==> src/sv/assert_macros.svh <==
// Assertion macros shared by the RTL of the credit allocator.
// No dependencies; included by files that carry concurrent assertions.
`ifndef ASSERT_MACROS_SVH
`define ASSERT_MACROS_SVH

// Same-cycle implication, disabled while reset is high.
`define ASSERT_SAME(label, clk, rst, ante, cons) \
   label: assert property (@(posedge clk) disable iff (rst) (ante) |-> (cons)) \
      else $error("assertion failed");

// Next-cycle implication, disabled while reset is high.
`define ASSERT_NEXT(label, clk, rst, ante, cons) \
   label: assert property (@(posedge clk) disable iff (rst) (ante) |=> (cons)) \
      else $error("assertion failed");

`endif

==> src/sv/wca_ram.sv <==
// Generic simple dual-port RAM with a registered read port.
// No dependencies; instantiated by the top level.
`timescale 1ns / 1ps

module wca_ram #(
   parameter int WIDTH = 8,
   parameter int DEPTH = 64
) (
   input  logic                     clock,
   input  logic                     we,
   input  logic [$clog2(DEPTH)-1:0] waddr,
   input  logic [WIDTH-1:0]         wdata,
   input  logic [$clog2(DEPTH)-1:0] raddr,
   output logic [WIDTH-1:0]         rdata
);

   logic [WIDTH-1:0] mem [DEPTH];
   logic [WIDTH-1:0] rdata_ff;

   always_ff @(posedge clock) begin
      if (we) begin
         mem[waddr] <= wdata;
      end
      rdata_ff <= mem[raddr];
   end

   assign rdata = rdata_ff;

endmodule

==> config.mk <==
export PLATFORM = sky130hd
export DESIGN_NAME = wca_ram
export DESIGN_NICKNAME = d
export VERILOG_FILES = /design/src/sv/assert_macros.svh /design/src/sv/wca_ram.sv
export SDC_FILE = /design/constraint.sdc
export NUM_CORES = 1
export LEC_CHECK = 0
export BUFFER_PORTS_ARGS = -buffer_cell sky130_fd_sc_hd__buf_2
export CAP_MARGIN = 20
export CORE_MARGIN = 2
export CORE_UTILIZATION = 50
export DETAILED_ROUTE_END_ITERATION = 8
export GPL_TIMING_DRIVEN = 0
export PLACE_DENSITY_LB_ADDON = 0.1
export SLEW_MARGIN = 20
export SYNTH_ARGS = -nofsm -noshare
export SYNTH_HDL_FRONTEND = slang
export SYNTH_SLANG_ARGS = --single-unit
==> constraint.sdc <==
create_clock -name clock -period 2.5 [get_ports clock]
set_clock_uncertainty 0.2 [all_clocks]
set_input_delay 0.25 -clock clock [delete_from_list [all_inputs] [get_ports clock]]
set_output_delay 0.25 -clock clock [all_outputs]
set_load 0.02 [all_outputs]
# Word-level counts from Yosys, hierarchy flattened

Memory sizes are Yosys's and may differ from the RTL's. A register that Yosys moved wholly into a read port is not among the register bits.
Cells that the tools add are included.

Register bits: 0
Bits in writable memories: 512
Memories: 1
Word-level logic and storage cells: 3
Input port bits: 22
Output and inout bits: 8

Mux-type cells: 2

Memory list:

| memory | words | bits a word | read ports | clocked after Yosys merged registers in | write ports | line          | RTL |
|---|---|---|---|---|---|---|---|
| mem    | 64    | 8           | 1          | 1                                       | 1           | wca_ram.sv:17 | `logic [WIDTH-1:0] mem [DEPTH];` |

Operator list:

| operator         | number |
|---|---|
| 2-to-1 mux 1 bit | 2 |

# Depth between registers and ports, before layout

Word-level depth: 2
Gate-level depth with buffers: 9

# Worst setup path after synthesis

OpenSTA, ideal clock, no wires.

Path type: input to register
Start: input port raddr[1]
End: register rdata_ff[3], in the netlist rdata[3] (read register of mem)
Path buffers: 3
Setup slack: 0.382 ns
Required time: 2.172 ns
Arrival time: 1.790 ns
Stages: 7
Cells stage by stage: buf_4 -> buf_2 -> buf_2 -> mux4_2 -> mux4_2 -> o21ai_1 -> o41ai_1

RTL lines:

| what        | line          | RTL |
|---|---|---|
| from (decl) | wca_ram.sv:13 | `input logic [$clog2(DEPTH)-1:0] raddr,` |
| to (decl)   | wca_ram.sv:18 | `logic [WIDTH-1:0] rdata_ff;` |

==> results.toml <==
[outcome]
status = "completed"

[setup_path]
max_stage_delay_ps = 430
start_kind = "primary input"
end_kind = "flop"
cpMostUsedCell = "buf_4"
crit_path_max_fanout = 10
path_class = "primary input to flop"
reg2reg_depth = 5
path_cells = "buf_4 -> buf_4 -> buf_4 -> buf_2 -> mux4_2 -> mux2i_1 -> a21oi_1 -> o21ai_1 -> o41ai_2"
r2r_start = "mem[21][6]"
arrival_ps = 2670
rrSetupSlack_ps = 150
cp_slowest_cell = "buf_2"
timing.critical_path.required_ps = 2740
reg2reg_to = "rdata[6]"

[pwr]
ir_drop_mv = 0.499
power.leakage_nw = 7.10
power_density_nw_per_um2 = 819

[timing]
tightestPinTransition_ps = 1010
hold_viol = 0
setup_viol = 0
max_slew_margin = 0.326
rsz0062_at_grt = "false"
finalCritPeriodShare = 0.973
finalMaxSlewViolations = 0
finalCriticalPeriod_ps = 2430
max_freq_mhz = 411

[routing]
dr.max_layer_used = "met5"
viasPerCell = 6.18
vias = 9795
drt_first_pass_iters = 5
wl_met1_um = 21000
ant_nets = 0
remaining_drc_errors = 0
drt_iter0_drc = 1066
routed_wirelength_um = 49000
met3_length_um = 4450
wl_met2_um = 22200
wl_per_cell_um = 30.9

[place]
port_buffers = 21
place_congestion = 0.871
dpl-instance-area_um2 = 21000
dp_hpwl_um = 30800

[floorplanning]
die-area_um2 = 42000
start_util = 0.508
rows = 73
fp.dieW_um = 205
io_pins = 30
die_h_um = 205
core_um2 = 39700

[yosys]
syn_nets = 962
synth.area.top_cells = "edfxtp_1, mux4_2, nor2_1"
async_flop_share = 0
ys_top_cells_by_count = "edfxtp_1, mux4_2, nor2_1"
yosysMostFrequentCell = "edfxtp_1"
synthFlopType = "edfxtp_1"
ys_warn_count = 0
synth_seq_cells = 520
ys_seq_area_frac = 0.770
syn_area_um2 = 20200
yosysTopAreaCell = "edfxtp_1"
syn_inst = 940
synth_edf_count = 512
syn_avg_cell_area_um2 = 21.5
synth_top_area_frac = 0.762
synthDistinctLibCells = 40

[min_path]
whs_endpoint = "mem[50][3]"
holdCritStartpoint = "wdata[3]"
timing.hold.worst_path_depth = 1
hold_path.class = "primary input to flop"

[cts]
clockBufferDepth = 3
clk_latency_ps = 600
cts_buffers = 52
clk_pin_slew_ps = 60
cts_tree = "done"
numClockSinks = 520
cts_root_buffer = "clkbuf_16"
htreeDepth = 2

[final_layout]
diodes = 0
nets = 1038
utilization = 0.572
area_growth_pct = 12.7
design_area_um2 = 22700
drive_gt1_frac = 0.264
fillers = 2998

[global_routing]
grt_pass1_wl_um = 70100
grt_pass1_vias = 9834
grt_start_max_net_pins = 65
antenna_found_initial = 3
grt_overflow_total = 0
grtUsageTotal = 0.243

[run]
max_cap_viol_count = 0
sequential cells by signal (all words and copies together), names as in the netlist:
signal / count
mem: 512
rdata: 8
repair_timing:
action / CTS / global route
setup buffers: 0 / 0
hold endpoints to repair: 3 / 0
pin swaps: 0 / 0
resized for setup: 6 / 8
hold buffers: 1 / 0
endpoints found under the setup margin: 5 / 4
cells in the final DEF (no fill, tap or decap), drive strengths merged, types with 3 or more instances in the layout:
cell,n
mux2i,23
nand2b,7
nand3b,3
nor2b,14
edfxtp,512
a221oi,6
clkinv,27
clkbuf,76
nor2,83
dfxtp,8
a211oi,4
o221ai,8
o2111ai,3
o2bb2ai,3
a21oi,3
o22ai,8
nand3,13
nor3,7
a22oi,3
mux2,13
o21ai,4
bufinv,8
nand2,19
buf,55
mux4,126
power breakdown:
part / leakage, nW / switching, W / internal (W)
Combinational: 1.57 / 0.000643 / 0.000347
Sequential: 4.67 / 0.0000154 / 0.00965
Clock: 0.862 / 0.00327 / 0.00470
stage by stage:
step	worst slack (ps)	total power, W	hold slack (ps)	std cells	setup TNS (ps)
after floorplan	382	0.0104	149	940	0
after global routing	13.8	0.0191	32.1	1584	0
after detailed placement	-969	0.0108	467	1486	-78230
after CTS	62.8	0.0187	20.7	1584	0
after global placement	-918	0.0108	466	1486	-41500
final	67.8	0.0186	1.75	1584	0
critical path, delay by kind of cell:
family	cells	cell delay, ps
buffers and inverters	4	1230
multiplexers	2	690
AO/OA/AOI/OAI	3	460
routing by layer:
metal | track usage | vias up
met3 | 0.0745 | 67
met4 | 0.0748 | 4
met1 | 0.354 | 5239
met2 | 0.356 | 402
met5 | 0 | -
li1 | - | 4083
cell type report:
cell class              instances  area (um^2)  share of cell area
multi-input cells             369         4350               0.191
repair buffers                 22          135             0.00594
clock buffers                  59         1350              0.0593
clock inverters                38          387              0.0170
well taps                     525          657              0.0289
plain buffers                  51          323              0.0142
flip-flops and latches        520        15500               0.683
kinds of logic (layout without fill, tap and decap cells):
family,after synthesis,after routing,share of synthesized area
buf+inv,51,170,0.0157
compound gates,54,54,0.0207
simple gates,153,153,0.0339
mux,162,162,0.159
flops,520,520,0.770
how the worst max path moves through the flow:
| stage | start | endpoint | depth (start not counted) |
|---|---|---|---|
| 5_1_grt | raddr[2] | rdata[1] | 8 |
| 4_1_cts | raddr[1] | rdata[6] | 8 |
| 3_5_place_dp | raddr[1] | rdata[6] | 8 |
| 6_report | raddr[1] | rdata[5] | 9 |
| 2_1_floorplan | raddr[1] | rdata[3] | 7 |
| 3_3_place_gp | raddr[1] | rdata[6] | 8 |
Power figures use the tool's default switching activity.
