File: src/sv/assert_macros.svh
// Assertion macros shared by the RTL of the credit allocator.
// No dependencies; included by files that carry concurrent assertions.
`ifndef ASSERT_MACROS_SVH
`define ASSERT_MACROS_SVH

// Same-cycle implication, disabled while reset is high.
`define ASSERT_SAME(label, clk, rst, ante, cons) \
   label: assert property (@(posedge clk) disable iff (rst) (ante) |-> (cons)) \
      else $error("assertion failed");

// Next-cycle implication, disabled while reset is high.
`define ASSERT_NEXT(label, clk, rst, ante, cons) \
   label: assert property (@(posedge clk) disable iff (rst) (ante) |=> (cons)) \
      else $error("assertion failed");

`endif

File: src/sv/wca_pkg.sv
// Types, constants and codes of the weighted credit allocator.
// No dependencies; used by the divider, the top level and the testbench.
`timescale 1ns / 1ps

package wca_pkg;

   localparam int FLOWS     = 64;
   localparam int FLOW_W    = $clog2(FLOWS);
   localparam int LEN_W     = $clog2(FLOWS + 1);
   localparam int CREDIT_W  = 32;
   localparam int PCT_W     = 7;
   localparam int WSUM_W    = 38;
   localparam int PROD_W    = 2 * CREDIT_W;
   localparam int DIV_STEPS = PROD_W;

   localparam logic [PCT_W-1:0]    PCT_FULL   = 7'd100;
   localparam logic [CREDIT_W-1:0] CPP_RESET  = 32'd100000;

   // Reciprocal of one hundred: floor(x / 100) == (x * RECIP_100) >> RECIP_SHIFT
   // for every 32-bit x.
   localparam logic [CREDIT_W-1:0] RECIP_100   = 32'h51EB_851F;
   localparam int                  RECIP_SHIFT = 37;

   typedef enum logic [2:0] {
      CMD_TICK   = 3'd0,
      CMD_PAY    = 3'd1,
      CMD_ADD    = 3'd2,
      CMD_REMOVE = 3'd3,
      CMD_SETW   = 3'd4,
      CMD_SETMIN = 3'd5,
      CMD_SETMAX = 3'd6,
      CMD_READ   = 3'd7
   } cmd_type;

   typedef enum logic [1:0] {
      STAT_OK       = 2'd0,
      STAT_REFUSED  = 2'd1,
      STAT_INACTIVE = 2'd2
   } status_type;

   typedef struct packed {
      logic [CREDIT_W-1:0] credit;
      logic [CREDIT_W-1:0] weight;
      logic [PCT_W-1:0]    min_pct;
      logic [PCT_W-1:0]    max_pct;
   } entry_type;

   localparam int ENTRY_W = $bits(entry_type);

   typedef struct packed {
      logic              start;
      logic [PROD_W-1:0] dividend;
      logic [WSUM_W-1:0] divisor;
   } div_req_type;

   typedef struct packed {
      logic              done;
      logic [PROD_W-1:0] quotient;
      logic [WSUM_W-1:0] remainder;
   } div_rsp_type;

endpackage

File: src/sv/wca_div.sv
// Restoring divider, one quotient bit per cycle, for the credit allocator.
// Depends on wca_pkg for the widths and the request and response types.
`timescale 1ns / 1ps

module wca_div (
   input  logic                 clock,
   input  logic                 reset,
   input  wca_pkg::div_req_type div_req,
   output wca_pkg::div_rsp_type div_rsp
);

   localparam int CNT_W = $clog2(wca_pkg::DIV_STEPS);

   logic                        busy_ff, busy_in;
   logic                        done_ff, done_in;
   logic [CNT_W-1:0]            cnt_ff, cnt_in;
   logic [wca_pkg::PROD_W-1:0]  num_ff, num_in;
   logic [wca_pkg::WSUM_W-1:0]  rem_ff, rem_in;
   logic [wca_pkg::WSUM_W-1:0]  den_ff, den_in;
   logic [wca_pkg::WSUM_W+1:0]  diff;
   logic [wca_pkg::WSUM_W:0]    shifted;

   always_comb begin
      shifted = {rem_ff, num_ff[wca_pkg::PROD_W-1]};
      diff    = {1'b0, shifted} - {2'b00, den_ff};
      busy_in = busy_ff;
      done_in = 1'b0;
      cnt_in  = cnt_ff;
      num_in  = num_ff;
      rem_in  = rem_ff;
      den_in  = den_ff;
      if (div_req.start && !busy_ff) begin
         busy_in = 1'b1;
         cnt_in  = '0;
         num_in  = div_req.dividend;
         rem_in  = '0;
         den_in  = div_req.divisor;
      end else if (busy_ff) begin
         // The partial remainder stays below the divisor, so it fits its width.
         if (!diff[wca_pkg::WSUM_W+1]) begin
            rem_in = diff[wca_pkg::WSUM_W-1:0];
            num_in = {num_ff[wca_pkg::PROD_W-2:0], 1'b1};
         end else begin
            rem_in = shifted[wca_pkg::WSUM_W-1:0];
            num_in = {num_ff[wca_pkg::PROD_W-2:0], 1'b0};
         end
         cnt_in = cnt_ff + 1'b1;
         if (cnt_ff == CNT_W'(wca_pkg::DIV_STEPS - 1)) begin
            busy_in = 1'b0;
            done_in = 1'b1;
         end
      end
   end

   always_ff @(posedge clock) begin
      if (reset) begin
         busy_ff <= 1'b0;
         done_ff <= 1'b0;
      end else begin
         busy_ff <= busy_in;
         done_ff <= done_in;
      end
      cnt_ff <= cnt_in;
      num_ff <= num_in;
      rem_ff <= rem_in;
      den_ff <= den_in;
   end

   assign div_rsp.done      = done_ff;
   assign div_rsp.quotient  = num_ff;
   assign div_rsp.remainder = rem_ff;

endmodule

File: config.mk
export PLATFORM = sky130hd
export DESIGN_NAME = wca_div
export DESIGN_NICKNAME = d
export VERILOG_FILES = /design/src/sv/assert_macros.svh /design/src/sv/wca_pkg.sv /design/src/sv/wca_div.sv
export SDC_FILE = /design/constraint.sdc
export NUM_CORES = 1
export LEC_CHECK = 0
export ABC_CLOCK_PERIOD_IN_PS = 3350
export BUFFER_PORTS_ARGS = -buffer_cell sky130_fd_sc_hd__buf_4
export CORE_UTILIZATION = 54
export CTS_CLUSTER_SIZE = 20
export DETAILED_ROUTE_END_ITERATION = 12
export PLACE_DENSITY = 0.89
export SYNTH_ARGS = -nofsm -noshare
export SYNTH_HDL_FRONTEND = slang
export SYNTH_SLANG_ARGS = --single-unit
File: constraint.sdc
create_clock -name clock -period 3.35 [get_ports clock]
set_input_delay 0.335 -clock clock [delete_from_list [all_inputs] [get_ports clock]]
set_output_delay 0.335 -clock clock [all_outputs]
set_load 0.02 [all_outputs]
### Word-level counts from Yosys, hierarchy flattened

Index checks and enable logic that the tools add are counted.

| storage, ports and cells | value |
|---|---|
| register bits | 148 |

| cells by class | value |
|---|---|
| $add $sub $neg | 2 |
| equal/unequal tests | 1 |
| mux-type cells | 8 |
| bitwise operators | 1 |
| reductions and logical operators | 4 |

Operator list:

| kind | number |
|---|---|
| 64-bit two-way mux | 2 |
| 39-bit by 38-bit subtractor with 40-bit output | 1 |
| 38-bit two-way mux | 1 |
| 6-bit by 1-bit adder with 6-bit output, second input constant | 1 |
| 6-bit equality test, second input constant | 1 |
| 1-bit two-way mux | 5 |
| 3-bit OR reduction | 1 |
| 2-bit nonzero test | 1 |
| 1-bit logical AND | 1 |
| 1-bit logical NOT | 1 |
| 1-bit NOT | 1 |

### Depth between registers and ports, before layout

| depth | value |
|---|---|
| depth after elaboration | 4 |
| gate-level depth with buffers | 13 |

### Worst setup path after synthesis

OpenSTA, ideal clock, no wires.

| timing path | value |
|---|---|
| path type | reg-to-reg |
| start point | register num_ff[63] (netlist name) |
| end point | register rem_ff[34] (netlist name) |
| setup time | 0.134 ns |
| data arrival time | 2.760 ns |
| setup slack | 0.456 ns |
| cell stages (with the launch flop) | 13 |
| buffers on the path | 0 |
| path through | edfxtp_1 > inv_1 > ha_1 > inv_1 > fa_1 > a21oi_1 > o211ai_1 > a41o_1 > o311ai_0 > nand4b_1 > a31o_2 > o2111ai_1 > o211ai_1 |

| on the way | value |
|---|---|
| longest elaborated chain between the ends | 2 |

Ends and longest elaborated chain:

| item | RTL line | text |
|---|---|---|
| from (decl) | wca_div.sv:17 | `logic [wca_pkg::PROD_W-1:0] num_ff, num_in;` |
| from (signal assigned) | wca_div.sv:64 | `num_ff <= num_in;` |
| 39-bit by 38-bit subtractor with 40-bit output | wca_div.sv:25 | `diff = {1'b0, shifted} - {2'b00, den_ff};` |
| 38-bit two-way mux | wca_div.sv:40 | `if (!diff[wca_pkg::WSUM_W+1]) begin` |
| to (signal assigned) | wca_div.sv:65 | `rem_ff <= rem_in;` |
| to (decl) | wca_div.sv:18 | `logic [wca_pkg::WSUM_W-1:0] rem_ff, rem_in;` |

No other way between the ends.
A chain may end at the register's enable or synchronous reset.

### Worst setup path in the final report

| timing path | value |
|---|---|
| start point | register num_ff[63] (netlist name) |
| end point | register rem_ff[30] (netlist name) |

Same word-level chain as after synthesis.

==> reports/results.txt <==
The number of placement rows is 45. The maximum clock path buffer count is 2, and the xor-xnor portion of the synthesized cell area is 3.14%. The maximum clock frequency is 333 MHz.

The worst endpoint data arrival time came out at 3.29 ns. Walking the worst path, the cells encountered are inv_1, ha_1, inv_1, fa_1, a21oi_1, o211ai_1, a41oi_1, a21oi_1, nor3_1, o21ai_0, xnor2_1, o221ai_1. 208 I/O pins were placed. At the end of routability-driven placement, the weighted congestion stood at 0.972.

The fraction of registers with async set/reset was 0%; the design area was 0.0106 mm2. The tools report the kind of start point of the critical path as a flip-flop. The net count of the finished layout is 1126.

Sequential cells burn 45.2% of the power. The number of iterations in the first detailed-routing pass is 5, and the sequential cell area in the final layout is 0.00398 mm2. Dividing total power by cell area gives a power density of 467 mW/mm2. For the final global-route overflow total, the log shows 0. Path type of the worst setup path: flip-flop to flip-flop. For the worst setup path, the data required time is 3.63 ns. The first global-routing pass estimated 35.3 mm of wire.

The final-report setup violation count is 0. The layout overhead on the synthesized area is 27.1%, and the number of synthesized flops with an enable pin is 102. Leakage power summed over all cells: 4.69 nW.

The number of antenna diodes in the final layout is 0. Internal reg-to-reg setup slack: 0.35 ns. Total CTS buffers: 17.

For this block, the routed nets add up to 22.7 mm of wire. The type of the tightest min-delay check was primary input to flip-flop. Yosys attributes the largest share of cell area to sky130_fd_sc_hd__edfxtp_1, sky130_fd_sc_hd__dfxtp_1, sky130_fd_sc_hd__mux2_2. The run gives 0 as the number of antenna violations at the first check in global routing. The most used flip-flop cell after synthesis is sky130_fd_sc_hd__edfxtp_1. The tools report the type of destination of the critical path as a flip-flop. After synthesis the netlist holds a flip-flop and latch count of 148. The tools report the pin count of the biggest net entering global routing as 78. The H-tree was split into 4 levels. Following the worst setup path forward leads to its endpoint at rem_ff[30]$_SDFFE_PP0P_. The largest fanout on the critical path was 4; the setup fix buffers added after clock tree synthesis was 0.

After Yosys synthesis, full adders, half adders and majority gates account for 6.08% of the synthesized area. OpenSTA, run right after detailed placement, puts the worst setup slack at 0.295 ns. The floorplan step defined a core boundary enclosing 0.0151 mm2. The post-detailed-placement cell area is 0.0101 mm2. The final route contains 7147 vias. The proportion of total power due to net switching came out at 28.7%. Counting every net in the synthesized netlist gives 933. Of the total synthesized cell area, the portion taken by AND, OR, NAND and NOR gates is 11.7%. The internal portion of the total power is 3.54 mW. The filler cells instantiated in the layout total 1117. Power comes to 4.96 mW. The worst min-delay path startpoint is reset. The residual antenna-violating net count after detailed routing was 0; the total negative setup slack was 0 ns. The buffer cell driving the clock tree root was sky130_fd_sc_hd__clkbuf_16. At the end of the flow the core is filled with cells to 70.1%.

Transition at the pin with the smallest max-transition slack: 0.851 ns. The starting density of the core came out at 55.2%. The family with the most delay on the worst path is compound AO/OA/AOI/OAI gates. The run finished with clean final reports. The clock power share is 35.9%, and the via count of the first global-routing pass is 7122. For this block, the initial DRC count from the detailed router was 511.

The tools report the headroom to the max-slew limit as 43.2%. For the cell area after synthesis, the log shows 0.00836 mm2. Input and output buffers added on the ports amount to 207. On the worst path, the slowest cell contributes a delay of 0.41 ns.

Clock latency on the worst-skew pair, taken at its later pin, is 0.43 ns. The DRC violation count after routing was 0; the post-detailed-route via-to-cell ratio was 6.05. Share of layout cells above drive strength 1: 33.7%. The endpoint identified for the worst register-to-register timing path is rem_ff[30]$_SDFFE_PP0P_. The final-report hold violation count was 0; the buffering stage count on the worst path with inverters included was 2. The count of distinct cell types in the synthesized netlist came out at 71.

Between clock sinks in the finished design, the worst skew comes to 0.0120 ns. The finished layout holds 1182 standard cells, fillers aside. Yosys printed 0 warnings. TritonCTS built the clock tree. After detailed placement, the design holds a cell count of 1150. Across all setup checks in the final design, the least slack found is 0.346 ns. In the synthesized netlist, mux cells make up 8.80% of the area. The top cell type by area accounts for 36.7% of the synthesized area. The part of the Yosys area used for sequential elements is 47.7%, and the minimum period implied by the final worst setup slack is 3.00 ns. The max-cap check violation count is 0, and the combined global-route utilization of all metal layers is 28.6%. Leading cell type by number of instances after synthesis: sky130_fd_sc_hd__edfxtp_1.

The HPWL after detailed placement is 16.2 mm. Leading area contributor after synthesis: sky130_fd_sc_hd__edfxtp_1. The tools report the final worst hold slack as 0.0685 ns.

The worst-case IR drop observed on VDD is 0.000362 V. The count of pins over their slew limit is 0. The final critical-path share of the clock period came out at 89.7%. Tracing the worst setup path back leads to its startpoint at num_ff[63]$_DFFE_PP_. The number of cells on the critical path came out at 12. Setup repair after global routing left no endpoint under its margin. After technology mapping, the gate count stands at 788. In this run the critical register-to-register path is launched from num_ff[63]$_DFFE_PP_.

The number of sinks handled by clock tree synthesis is 148. Counting instances, the worst hold path has a depth of 2. After clock tree synthesis, the clock-pin slew on the worst setup and hold paths is 0.07 ns. The die covers 0.0160 mm2.

The average cell area after synthesis came out at 10.6 um2. Power spent charging and discharging nets: 1.42 mW. The die is 126 um tall.

The multi-input combinational cells in the finished layout cover a total of 0.00398 mm2. The combinational family with the most area after synthesis was compound AO/OA/AOI/OAI gates. The commonest cells after synthesis are sky130_fd_sc_hd__edfxtp_1, sky130_fd_sc_hd__nand2_1, sky130_fd_sc_hd__mux2_2. The worst register-to-register path has a depth of 12.

The synthesized netlist devotes 17.7% of its cell area to compound gates. Of the total power, combinational logic draws 19.0%. Dividing the detail-routed wire length by the instance count gives 19.2 um. The standard cell with the maximum stage delay on the critical path is sky130_fd_sc_hd__fa_1. The overall die width is 126 um.
[kinds of logic (layout without fill, tap and decap cells)]
family,after synthesis,after routing
fa+ha+maj,40,40
buf+inv,100,306
xor+xnor,30,30
simple gates,201,201
mux,65,65
flops,148,148
compound gates,204,204
[flip-flops by register name (all words and copies together), names as in the netlist]
signal	cells
num_ff	64
den_ff	38
rem_ff	38
cnt_ff	6
busy_ff	1
done_ff	1
[cell type report]
type | count | area share (%)
repair buffers | 219 | 15.7
clock inverters | 15 | 1.13
multi-input cells | 540 | 37.5
flip-flops and latches | 148 | 37.5
well taps | 188 | 2.22
clock buffers | 17 | 4.01
inverters | 55 | 1.94
[layer usage]
metal	track usage [%]	part of all wire (%)	up-vias
li1	-	-	3351
met1	33.2	39	3402
met2	48.3	49	342
met3	8.81	9.0	52
met4	13.8	3.0	0
met5	0	0	-
[power by group through the flow]
stage | Sequential, mW | Combinational [mW] | Clock [mW]
after floorplan | 2.39 | 0.411 | 0
after global placement | 2.26 | 0.904 | 0
after detailed placement | 2.27 | 0.930 | 0
after CTS | 2.24 | 0.935 | 1.80
after global routing | 2.25 | 1.00 | 1.89
final | 2.24 | 0.940 | 1.78
[how the worst min path moves through the flow]
| stage | endpoint | slack, ns |
|---|---|---|
| after floorplan | done_ff$_SDFF_PP0_ | 0.41 |
| after global placement | cnt_ff[5]$_SDFFE_PP0P_ | 0.47 |
| after detailed placement | cnt_ff[0]$_SDFFE_PP0P_ | 0.48 |
| after CTS | done_ff$_SDFF_PP0_ | 0.06 |
| after global routing | done_ff$_SDFF_PP0_ | 0.06 |
| final | done_ff$_SDFF_PP0_ | 0.07 |
[layout by cell type, fill, tap and decap left out, types with 4 or more instances in the layout]
cell type	count
sky130_fd_sc_hd__o2111ai_1	4
sky130_fd_sc_hd__edfxtp_1	102
sky130_fd_sc_hd__o31ai_1	9
sky130_fd_sc_hd__xor2_1	8
sky130_fd_sc_hd__clkbuf_16	17
sky130_fd_sc_hd__nand4_1	11
sky130_fd_sc_hd__a311o_1	5
sky130_fd_sc_hd__and3_1	11
sky130_fd_sc_hd__inv_1	53
sky130_fd_sc_hd__a21o_1	25
sky130_fd_sc_hd__o21a_1	5
sky130_fd_sc_hd__a221o_1	7
sky130_fd_sc_hd__nor3_1	21
sky130_fd_sc_hd__buf_4	217
sky130_fd_sc_hd__inv_6	5
sky130_fd_sc_hd__a21oi_1	42
sky130_fd_sc_hd__a31oi_1	4
sky130_fd_sc_hd__nor2b_1	4
sky130_fd_sc_hd__nor2_1	21
sky130_fd_sc_hd__and2_1	12
sky130_fd_sc_hd__xnor2_1	22
sky130_fd_sc_hd__a211oi_1	8
sky130_fd_sc_hd__or3_1	9
sky130_fd_sc_hd__o211ai_1	21
sky130_fd_sc_hd__o221ai_1	5
sky130_fd_sc_hd__nand2_1	75
sky130_fd_sc_hd__a31o_2	6
sky130_fd_sc_hd__nand3_1	20
sky130_fd_sc_hd__ha_1	39
sky130_fd_sc_hd__o21ai_0	26
sky130_fd_sc_hd__o21bai_1	4
sky130_fd_sc_hd__mux2_2	64
sky130_fd_sc_hd__dfxtp_1	46
[repair_timing]
item | in CTS | in global routing
hold buffers | 0 | 0
gates resized for setup | 0 | 2
endpoints found under the setup margin | 0 | 2
Note: power is estimated with default switching activity, not from simulation.
